==> src/rtl/core/hsvg_pkg.sv <==
`default_nettype none

package hsvg_pkg;

    // Configuration register map
    localparam int unsigned APB_AW = 3;
    localparam logic REG_GAMMA_ENABLE = 1'b0;

    // Hue scaling onto six ramps of 255 steps
    localparam logic [26:0] HUE_SCALE = 27'd1530;
    localparam logic [26:0] HUE_ROUND = 27'd32768;
    localparam logic [10:0] HUE_MAX   = 11'd1529;
    localparam logic [10:0] HUE_WRAP  = 11'd1530;
    localparam logic [10:0] SEG_1     = 11'd255;
    localparam logic [10:0] SEG_2     = 11'd510;
    localparam logic [10:0] SEG_3     = 11'd765;
    localparam logic [10:0] SEG_4     = 11'd1020;
    localparam logic [10:0] SEG_5     = 11'd1275;

    // Full-saturation base color with the mixing operands
    typedef struct packed {
        logic [7:0] red;
        logic [7:0] green;
        logic [7:0] blue;
        logic [7:0] sat;
        logic [7:0] val;
    } hsvg_base_t;

    typedef struct packed {
        logic [7:0] red;
        logic [7:0] green;
        logic [7:0] blue;
    } hsvg_rgb_t;

    // Gamma 2.6 curve
    localparam logic [7:0] GAMMA_ROM [256] = '{
        8'd0,   8'd0,   8'd0,   8'd0,   8'd0,   8'd0,   8'd0,   8'd0,
        8'd0,   8'd0,   8'd0,   8'd0,   8'd0,   8'd0,   8'd0,   8'd0,
        8'd0,   8'd0,   8'd0,   8'd0,   8'd0,   8'd0,   8'd0,   8'd0,
        8'd1,   8'd1,   8'd1,   8'd1,   8'd1,   8'd1,   8'd1,   8'd1,
        8'd1,   8'd1,   8'd1,   8'd1,   8'd2,   8'd2,   8'd2,   8'd2,
        8'd2,   8'd2,   8'd2,   8'd2,   8'd3,   8'd3,   8'd3,   8'd3,
        8'd3,   8'd3,   8'd4,   8'd4,   8'd4,   8'd4,   8'd5,   8'd5,
        8'd5,   8'd5,   8'd5,   8'd6,   8'd6,   8'd6,   8'd6,   8'd7,
        8'd7,   8'd7,   8'd8,   8'd8,   8'd8,   8'd9,   8'd9,   8'd9,
        8'd10,  8'd10,  8'd10,  8'd11,  8'd11,  8'd11,  8'd12,  8'd12,
        8'd13,  8'd13,  8'd13,  8'd14,  8'd14,  8'd15,  8'd15,  8'd16,
        8'd16,  8'd17,  8'd17,  8'd18,  8'd18,  8'd19,  8'd19,  8'd20,
        8'd20,  8'd21,  8'd21,  8'd22,  8'd22,  8'd23,  8'd24,  8'd24,
        8'd25,  8'd25,  8'd26,  8'd27,  8'd27,  8'd28,  8'd29,  8'd29,
        8'd30,  8'd31,  8'd31,  8'd32,  8'd33,  8'd34,  8'd34,  8'd35,
        8'd36,  8'd37,  8'd38,  8'd38,  8'd39,  8'd40,  8'd41,  8'd42,
        8'd42,  8'd43,  8'd44,  8'd45,  8'd46,  8'd47,  8'd48,  8'd49,
        8'd50,  8'd51,  8'd52,  8'd53,  8'd54,  8'd55,  8'd56,  8'd57,
        8'd58,  8'd59,  8'd60,  8'd61,  8'd62,  8'd63,  8'd64,  8'd65,
        8'd66,  8'd68,  8'd69,  8'd70,  8'd71,  8'd72,  8'd73,  8'd75,
        8'd76,  8'd77,  8'd78,  8'd80,  8'd81,  8'd82,  8'd84,  8'd85,
        8'd86,  8'd88,  8'd89,  8'd90,  8'd92,  8'd93,  8'd94,  8'd96,
        8'd97,  8'd99,  8'd100, 8'd102, 8'd103, 8'd105, 8'd106, 8'd108,
        8'd109, 8'd111, 8'd112, 8'd114, 8'd115, 8'd117, 8'd119, 8'd120,
        8'd122, 8'd124, 8'd125, 8'd127, 8'd129, 8'd130, 8'd132, 8'd134,
        8'd136, 8'd137, 8'd139, 8'd141, 8'd143, 8'd145, 8'd146, 8'd148,
        8'd150, 8'd152, 8'd154, 8'd156, 8'd158, 8'd160, 8'd162, 8'd164,
        8'd166, 8'd168, 8'd170, 8'd172, 8'd174, 8'd176, 8'd178, 8'd180,
        8'd182, 8'd184, 8'd186, 8'd188, 8'd191, 8'd193, 8'd195, 8'd197,
        8'd199, 8'd202, 8'd204, 8'd206, 8'd209, 8'd211, 8'd213, 8'd215,
        8'd218, 8'd220, 8'd223, 8'd225, 8'd227, 8'd230, 8'd232, 8'd235,
        8'd237, 8'd240, 8'd242, 8'd245, 8'd247, 8'd250, 8'd252, 8'd255
    };

endpackage

`default_nettype wire

==> src/rtl/core/hsvg_hue.sv <==
`default_nettype none

// Two stages: scale the hue onto 0..1529, then build the base color.
module hsvg_hue (
    input  wire logic               clk,
    input  wire logic               rst_n,
    input  wire logic               in_valid,
    output logic                    in_ready,
    input  wire logic [15:0]        hue,
    input  wire logic [7:0]         saturation,
    input  wire logic [7:0]         value,
    output logic                    out_valid,
    input  wire logic               out_ready,
    output hsvg_pkg::hsvg_base_t    out_data
);
    import hsvg_pkg::*;

    logic        s1_valid_reg;
    logic        s1_ready;
    logic [10:0] s1_hue_reg;
    logic [7:0]  s1_sat_reg;
    logic [7:0]  s1_val_reg;
    logic [26:0] scaled;
    logic [10:0] hue_next;

    logic        s2_valid_reg;
    logic        s2_ready;
    hsvg_base_t  s2_data_reg;
    hsvg_base_t  s2_data_next;
    logic [10:0] dn_red;
    logic [10:0] dn_green;
    logic [10:0] dn_blue;
    logic [10:0] up_green;
    logic [10:0] up_red;

    // Pass the ready back one stage at a time
    assign s2_ready = !s2_valid_reg || out_ready;
    assign s1_ready = !s1_valid_reg || s2_ready;
    assign in_ready = s1_ready;

    // Round the hue onto 0..1530 and clamp the top
    always_comb
    begin
        scaled   = 27'(hue) * HUE_SCALE + HUE_ROUND;
        hue_next = scaled[26:16];
        if (hue_next > HUE_MAX)
        begin
            hue_next = HUE_MAX;
        end
    end

    always_ff @(posedge clk or negedge rst_n)
    begin
        if (!rst_n)
        begin
            s1_valid_reg <= 1'b0;
        end
        else if (s1_ready)
        begin
            s1_valid_reg <= in_valid;
        end
    end

    always_ff @(posedge clk)
    begin
        if (in_valid && s1_ready)
        begin
            s1_hue_reg <= hue_next;
            s1_sat_reg <= saturation;
            s1_val_reg <= value;
        end
    end

    // Pick the ramp segment
    always_comb
    begin
        dn_red   = SEG_2 - s1_hue_reg;
        up_green = s1_hue_reg - SEG_2;
        dn_green = SEG_4 - s1_hue_reg;
        up_red   = s1_hue_reg - SEG_4;
        dn_blue  = HUE_WRAP - s1_hue_reg;

        s2_data_next.sat = s1_sat_reg;
        s2_data_next.val = s1_val_reg;
        if (s1_hue_reg < SEG_2)
        begin
            s2_data_next.blue = 8'd0;
            if (s1_hue_reg < SEG_1)
            begin
                s2_data_next.red   = 8'd255;
                s2_data_next.green = s1_hue_reg[7:0];
            end
            else
            begin
                s2_data_next.red   = dn_red[7:0];
                s2_data_next.green = 8'd255;
            end
        end
        else if (s1_hue_reg < SEG_4)
        begin
            s2_data_next.red = 8'd0;
            if (s1_hue_reg < SEG_3)
            begin
                s2_data_next.green = 8'd255;
                s2_data_next.blue  = up_green[7:0];
            end
            else
            begin
                s2_data_next.green = dn_green[7:0];
                s2_data_next.blue  = 8'd255;
            end
        end
        else
        begin
            s2_data_next.green = 8'd0;
            if (s1_hue_reg < SEG_5)
            begin
                s2_data_next.red  = up_red[7:0];
                s2_data_next.blue = 8'd255;
            end
            else
            begin
                s2_data_next.red  = 8'd255;
                s2_data_next.blue = dn_blue[7:0];
            end
        end
    end

    always_ff @(posedge clk or negedge rst_n)
    begin
        if (!rst_n)
        begin
            s2_valid_reg <= 1'b0;
        end
        else if (s2_ready)
        begin
            s2_valid_reg <= s1_valid_reg;
        end
    end

    always_ff @(posedge clk)
    begin
        if (s1_valid_reg && s2_ready)
        begin
            s2_data_reg <= s2_data_next;
        end
    end

    assign out_valid = s2_valid_reg;
    assign out_data  = s2_data_reg;

endmodule

`default_nettype wire

==> src/rtl/core/hsvg_mix.sv <==
`default_nettype none

// Two stages: mix with saturation, then scale by value.
module hsvg_mix (
    input  wire logic               clk,
    input  wire logic               rst_n,
    input  wire logic               in_valid,
    output logic                    in_ready,
    input  wire hsvg_pkg::hsvg_base_t in_data,
    output logic                    out_valid,
    input  wire logic               out_ready,
    output hsvg_pkg::hsvg_rgb_t     out_data
);
    import hsvg_pkg::*;

    logic        s1_valid_reg;
    logic        s1_ready;
    logic [8:0]  s1_red_reg;
    logic [8:0]  s1_green_reg;
    logic [8:0]  s1_blue_reg;
    logic [8:0]  s1_v1_reg;
    logic [8:0]  sat_one;
    logic [7:0]  sat_inv;

    logic        s2_valid_reg;
    logic        s2_ready;
    hsvg_rgb_t   s2_data_reg;
    hsvg_rgb_t   s2_data_next;
    logic [17:0] prod_red;
    logic [17:0] prod_green;
    logic [17:0] prod_blue;

    function automatic logic [8:0] sat_mix(input logic [7:0] c, input logic [8:0] s1,
                                           input logic [7:0] s2);
        logic [16:0] p;
        p = 17'(c) * 17'(s1);
        return p[16:8] + 9'(s2);
    endfunction

    assign s2_ready = !s2_valid_reg || out_ready;
    assign s1_ready = !s1_valid_reg || s2_ready;
    assign in_ready = s1_ready;

    assign sat_one = 9'(in_data.sat) + 9'd1;
    assign sat_inv = 8'd255 - in_data.sat;

    // Mix each channel toward white
    always_ff @(posedge clk or negedge rst_n)
    begin
        if (!rst_n)
        begin
            s1_valid_reg <= 1'b0;
        end
        else if (s1_ready)
        begin
            s1_valid_reg <= in_valid;
        end
    end

    always_ff @(posedge clk)
    begin
        if (in_valid && s1_ready)
        begin
            s1_red_reg   <= sat_mix(in_data.red, sat_one, sat_inv);
            s1_green_reg <= sat_mix(in_data.green, sat_one, sat_inv);
            s1_blue_reg  <= sat_mix(in_data.blue, sat_one, sat_inv);
            s1_v1_reg    <= 9'(in_data.val) + 9'd1;
        end
    end

    // Scale by value and keep bits 15..8
    always_comb
    begin
        prod_red   = 18'(s1_red_reg) * 18'(s1_v1_reg);
        prod_green = 18'(s1_green_reg) * 18'(s1_v1_reg);
        prod_blue  = 18'(s1_blue_reg) * 18'(s1_v1_reg);
        s2_data_next.red   = prod_red[15:8];
        s2_data_next.green = prod_green[15:8];
        s2_data_next.blue  = prod_blue[15:8];
    end

    always_ff @(posedge clk or negedge rst_n)
    begin
        if (!rst_n)
        begin
            s2_valid_reg <= 1'b0;
        end
        else if (s2_ready)
        begin
            s2_valid_reg <= s1_valid_reg;
        end
    end

    always_ff @(posedge clk)
    begin
        if (s1_valid_reg && s2_ready)
        begin
            s2_data_reg <= s2_data_next;
        end
    end

    assign out_valid = s2_valid_reg;
    assign out_data  = s2_data_reg;

endmodule

`default_nettype wire

==> src/rtl/core/hsvg_gamma.sv <==
`default_nettype none

// Output stage: optional gamma lookup into the output register.
module hsvg_gamma (
    input  wire logic               clk,
    input  wire logic               rst_n,
    input  wire logic               gamma_en,
    input  wire logic               in_valid,
    output logic                    in_ready,
    input  wire hsvg_pkg::hsvg_rgb_t in_data,
    output logic                    out_valid,
    input  wire logic               out_ready,
    output hsvg_pkg::hsvg_rgb_t     out_data
);
    import hsvg_pkg::*;

    logic      valid_reg;
    hsvg_rgb_t data_reg;
    hsvg_rgb_t data_next;

    assign in_ready = !valid_reg || out_ready;

    // Map each channel through the curve when enabled
    always_comb
    begin
        if (gamma_en)
        begin
            data_next.red   = GAMMA_ROM[in_data.red];
            data_next.green = GAMMA_ROM[in_data.green];
            data_next.blue  = GAMMA_ROM[in_data.blue];
        end
        else
        begin
            data_next = in_data;
        end
    end

    always_ff @(posedge clk or negedge rst_n)
    begin
        if (!rst_n)
        begin
            valid_reg <= 1'b0;
        end
        else if (in_ready)
        begin
            valid_reg <= in_valid;
        end
    end

    always_ff @(posedge clk)
    begin
        if (in_valid && in_ready)
        begin
            data_reg <= data_next;
        end
    end

    assign out_valid = valid_reg;
    assign out_data  = data_reg;

endmodule

`default_nettype wire

==> src/rtl/core/hsv_to_rgb_gamma_unit.sv <==
`default_nettype none
// HSV to RGB conversion with optional gamma 2.6 correction.
// Pipeline: each input beat passes through hue scale, ramp select,
// saturation mix, value scale and gamma lookup, one register stage each.
// Throughput: one beat per cycle; each stage stalls only when the one after it is full.
// Reset: rst_n clears all stage valid bits and gamma_enable; the data path is not reset.
module hsv_to_rgb_gamma_unit (
    input  wire logic                          clk,
    input  wire logic                          rst_n,
    input  wire logic                          in_valid,
    output logic                               in_ready,
    input  wire logic [15:0]                   hue,
    input  wire logic [7:0]                    saturation,
    input  wire logic [7:0]                    value,
    output logic                               out_valid,
    input  wire logic                          out_ready,
    output logic [7:0]                         red,
    output logic [7:0]                         green,
    output logic [7:0]                         blue,
    input  wire logic                          psel,
    input  wire logic                          penable,
    input  wire logic                          pwrite,
    input  wire logic [hsvg_pkg::APB_AW-1:0]   paddr,
    input  wire logic [31:0]                   pwdata,
    output logic [31:0]                        prdata,
    output logic                               pready
);
    import hsvg_pkg::*;

    logic       gamma_enable_reg;
    logic       reg_sel;
    logic       hue_valid;
    logic       hue_ready;
    hsvg_base_t hue_data;
    logic       mix_valid;
    logic       mix_ready;
    hsvg_rgb_t  mix_data;
    hsvg_rgb_t  pix_data;

    // Register port
    assign pready  = 1'b1;
    assign reg_sel = (paddr[APB_AW-1] == REG_GAMMA_ENABLE);

    always_ff @(posedge clk or negedge rst_n)
    begin
        if (!rst_n)
        begin
            gamma_enable_reg <= 1'b0;
        end
        else if (psel && penable && pwrite && pready && reg_sel)
        begin
            gamma_enable_reg <= pwdata[0];
        end
    end

    assign prdata = reg_sel ? {31'd0, gamma_enable_reg} : 32'd0;

    // Pipeline
    hsvg_hue u_hue (
        .clk        (clk),
        .rst_n      (rst_n),
        .in_valid   (in_valid),
        .in_ready   (in_ready),
        .hue        (hue),
        .saturation (saturation),
        .value      (value),
        .out_valid  (hue_valid),
        .out_ready  (hue_ready),
        .out_data   (hue_data)
    );

    hsvg_mix u_mix (
        .clk       (clk),
        .rst_n     (rst_n),
        .in_valid  (hue_valid),
        .in_ready  (hue_ready),
        .in_data   (hue_data),
        .out_valid (mix_valid),
        .out_ready (mix_ready),
        .out_data  (mix_data)
    );

    hsvg_gamma u_gamma (
        .clk       (clk),
        .rst_n     (rst_n),
        .gamma_en  (gamma_enable_reg),
        .in_valid  (mix_valid),
        .in_ready  (mix_ready),
        .in_data   (mix_data),
        .out_valid (out_valid),
        .out_ready (out_ready),
        .out_data  (pix_data)
    );

    assign red   = pix_data.red;
    assign green = pix_data.green;
    assign blue  = pix_data.blue;

endmodule

`default_nettype wire

==> config.mk <==
export PLATFORM = sky130hd
export DESIGN_NAME = hsv_to_rgb_gamma_unit
export DESIGN_NICKNAME = d
export VERILOG_FILES = /design/src/rtl/core/hsvg_pkg.sv /design/src/rtl/core/hsvg_hue.sv /design/src/rtl/core/hsvg_mix.sv /design/src/rtl/core/hsvg_gamma.sv /design/src/rtl/core/hsv_to_rgb_gamma_unit.sv
export SDC_FILE = /design/constraint.sdc
export NUM_CORES = 2
export LEC_CHECK = 0
export BUFFER_PORTS_ARGS = -buffer_cell sky130_fd_sc_hd__buf_2
export CORE_MARGIN = 4
export CORE_UTILIZATION = 63
export DETAILED_ROUTE_END_ITERATION = 10
export PLACE_DENSITY = 0.78
export SKIP_LAST_GASP = 1
export SYNTH_ARGS = -nofsm -noshare
export SYNTH_HDL_FRONTEND = slang
export SYNTH_SLANG_ARGS = --single-unit
export TNS_END_PERCENT = 20
==> constraint.sdc <==
create_clock -name clk -period 9.1 [get_ports clk]
set_input_delay 0.91 -clock clk [delete_from_list [all_inputs] [get_ports clk]]
set_output_delay 0.91 -clock clk [all_outputs]
set_load 0.05 [all_outputs]
==> metrics <==
fraction of layout cells with a size suffix above 1 5.692%; flop and latch count out of synthesis 157; final hold vios 0; Remaining Overflow, GRT 0; Post-synth top cells 513 x inv_1, 415 x nand2_1, 348 x fa_1, 339 x ha_1, 189 x and2_1; WS Path Type primary input to flip-flop; Final TNS setup 0 ns; Final Wtd Congestion 0.9135; CP endpoint u_hue.s1_hue_reg[7]; post-route minimum period 7.459 ns; Startpoint Class primary input; post-synthesis cell area 28480 um2; Clock Pin Slew Worst Setup and Hold Paths 0.07 ns; postcts setup bufs 0; clock net sink count 157; CTS tree yes; Worst Max-Slew Pin Slew 1.059 ns; worst path required time 9.31 ns; largest net degree at the start of global routing 63; Slew HR 29.41%; Seq/Total Area, Yosys 16.45%; Avg Synthesized Cell Area 8.746 um2; DRC Markers 0; Ports 133; antenna violations before repair 0; fin crit share 81.97%; Die X 220.6 um; FF-to-FF End u_mix.s1_green_reg[8]; DRT iter0 DRCs 1828; post-route cell area 29630 um2; TritonCTS buffer count 17; FF-to-FF Start u_hue.out_data[8]; vias per inst 5.816; drt first pass iters 6; Final nets 3963; CTS Hold Buffers Added 0; DRT antenna net count 0; ys flop type edfxtp_1; die area 48680 um2; R2R setup slack 1.75 ns; Initial Util 64.13%; vias post-DR 22147; status completed; maxcap violations 0; worst hold path type primary input to async pin; Slew Limit Fails 0; total track usage 26.64%; FMAX 134.1 MHz; area post-placement 29040 um2; Synth top area share 24.46%; Area Overhead vs Synth 4.023%; buffers from clock root to sink, at most 2; unrepaired setup endpoints after global routing false; endpoint class of the critical path flip-flop; Area contributors post-synth fa_1 24%, edfxtp_1 16%, ha_1 15%; Reg2Reg Depth 30; vias in the first global route 23160; Post-Syn Instances 3257; Skew-Pair Late Insertion Delay 0.47 ns; HPWL Detailed 47.62 mm; CORE AREA 44410 um2; hold_ws 0.2853 ns; post-synth top area cell fa_1; crit path from hue[8]; IO buf count 67; drt wl/cell 16.34 um; crit path max fanout 8; Netlist cell types 88; final wirelength 62.24 mm; # rows 77; setup clock skew after layout 0.01518 ns; Worst Path Arrival 7.66 ns; yosys warns 0; Final Setup Violations 0; first-pass GRT wire length 107.4 mm; die height 220.6 um; Post-synth EDFFs 151; H-tree lvl count 4; Post-Layout Cell Count 3808; Largest register FFs 40; placed cell count 3775; count leader, synth inv_1; CTS resizes 0; async set or reset register ratio after synthesis 3.822%; clk root buf clkbuf_16
==> cell families after synthesis <==
kind of cell | synth area share (%)
flip-flops | 16.45
AND/OR/NAND/NOR | 16.21
AO/OA/AOI/OAI | 12.69
multiplexers | 1.133
adder cells (fa/ha/maj) | 39.35
XOR/XNOR | 4.177
other | 0.02636
buffers and inverters | 9.975
==> area by class of cell <==
class / count / area [um2]
Antenna cell: 1 / 2.502
Clock buffer: 17 / 425.4
Clock inverter: 15 / 161.4
Fill cell: 3497 / 14780
Inverter: 518 / 1944
Multi-Input combinational cell: 2407 / 21080
Sequential cell: 157 / 4684
Tap cell: 592 / 740.7
Timing Repair Buffer: 101 / 590.6
==> how the worst min path moves through the flow <==
stage	startpoint	to	slack (ns)	depth (start not counted)
3_3_place_gp	u_hue.s1_sat_reg[0]	u_hue.out_data[8]	0.40	0
4_1_cts	rst_n	u_gamma.out_valid	0.27	1
6_report	rst_n	u_gamma.out_valid	0.29	1
3_5_place_dp	u_hue.s1_sat_reg[2]	u_hue.out_data[10]	0.40	0
5_1_grt	rst_n	u_gamma.out_valid	0.27	1
2_1_floorplan	u_hue.s1_val_reg[0]	u_hue.out_data[0]	0.40	0
==> per-layer routing <==
layer	global-route usage, %	part of all wire, %	vias to the layer above
li1	-	-	10459
met1	33.70	42	10830
met2	47.52	51	732
met3	3.653	5.4	126
met4	8.425	2.3	0
met5	0	0	-
==> worst max-delay path, cell delays in order <==
cell	delay, ns
buf_2	0.19
inv_1	0.15
fa_1	0.55
inv_1	0.05
fa_1	0.47
fa_1	0.53
fa_1	0.59
fa_1	0.43
ha_1	0.41
a21oi_1	0.31
o21a_4	0.24
o2111ai_1	0.12
a311oi_1	0.46
ha_1	0.31
nand3b_1	0.16
or4_1	0.59
o221a_4	0.30
or3b_4	0.42
nand3_4	0.10
or3b_1	0.36
==> through the flow <==
| stage | util (%) | setup slack (ns) |
|---|---|---|
| floorplan | - | 1.894 |
| global placement | 65.39 | 1.287 |
| detailed placement | 65.39 | 1.184 |
| CTS | 66.71 | 1.684 |
| global route | 66.71 | 1.275 |
| finish | 66.72 | 1.641 |
==> placed cells by master, fill, tap and decap left out, types with 17 or more instances in the layout <==
| cell | Yosys | final |
|---|---|---|
| buf_2 | 2 | 67 |
| inv_1 | 513 | 513 |
| fa_1 | 348 | 348 |
| nor3_1 | 37 | 37 |
| nand3_1 | 31 | 31 |
| ha_1 | 339 | 339 |
| o21ai_0 | 143 | 143 |
| nor2b_1 | 45 | 44 |
| edfxtp_1 | 151 | 151 |
| a21o_1 | 29 | 29 |
| clkbuf_16 | 0 | 17 |
| nand2b_1 | 25 | 25 |
| nor2_1 | 148 | 148 |
| buf_4 | 33 | 34 |
| and2_1 | 189 | 188 |
| a31oi_1 | 18 | 18 |
| o211ai_1 | 22 | 22 |
| a211oi_1 | 44 | 44 |
| conb_1 | 2 | 32 |
| a21oi_1 | 171 | 171 |
| nand2_1 | 415 | 415 |
| xnor2_1 | 90 | 90 |
| xor2_1 | 44 | 44 |
Power is not shown: default switching activity piles up to over one toggle a cycle in this logic, so the estimate is an artifact.
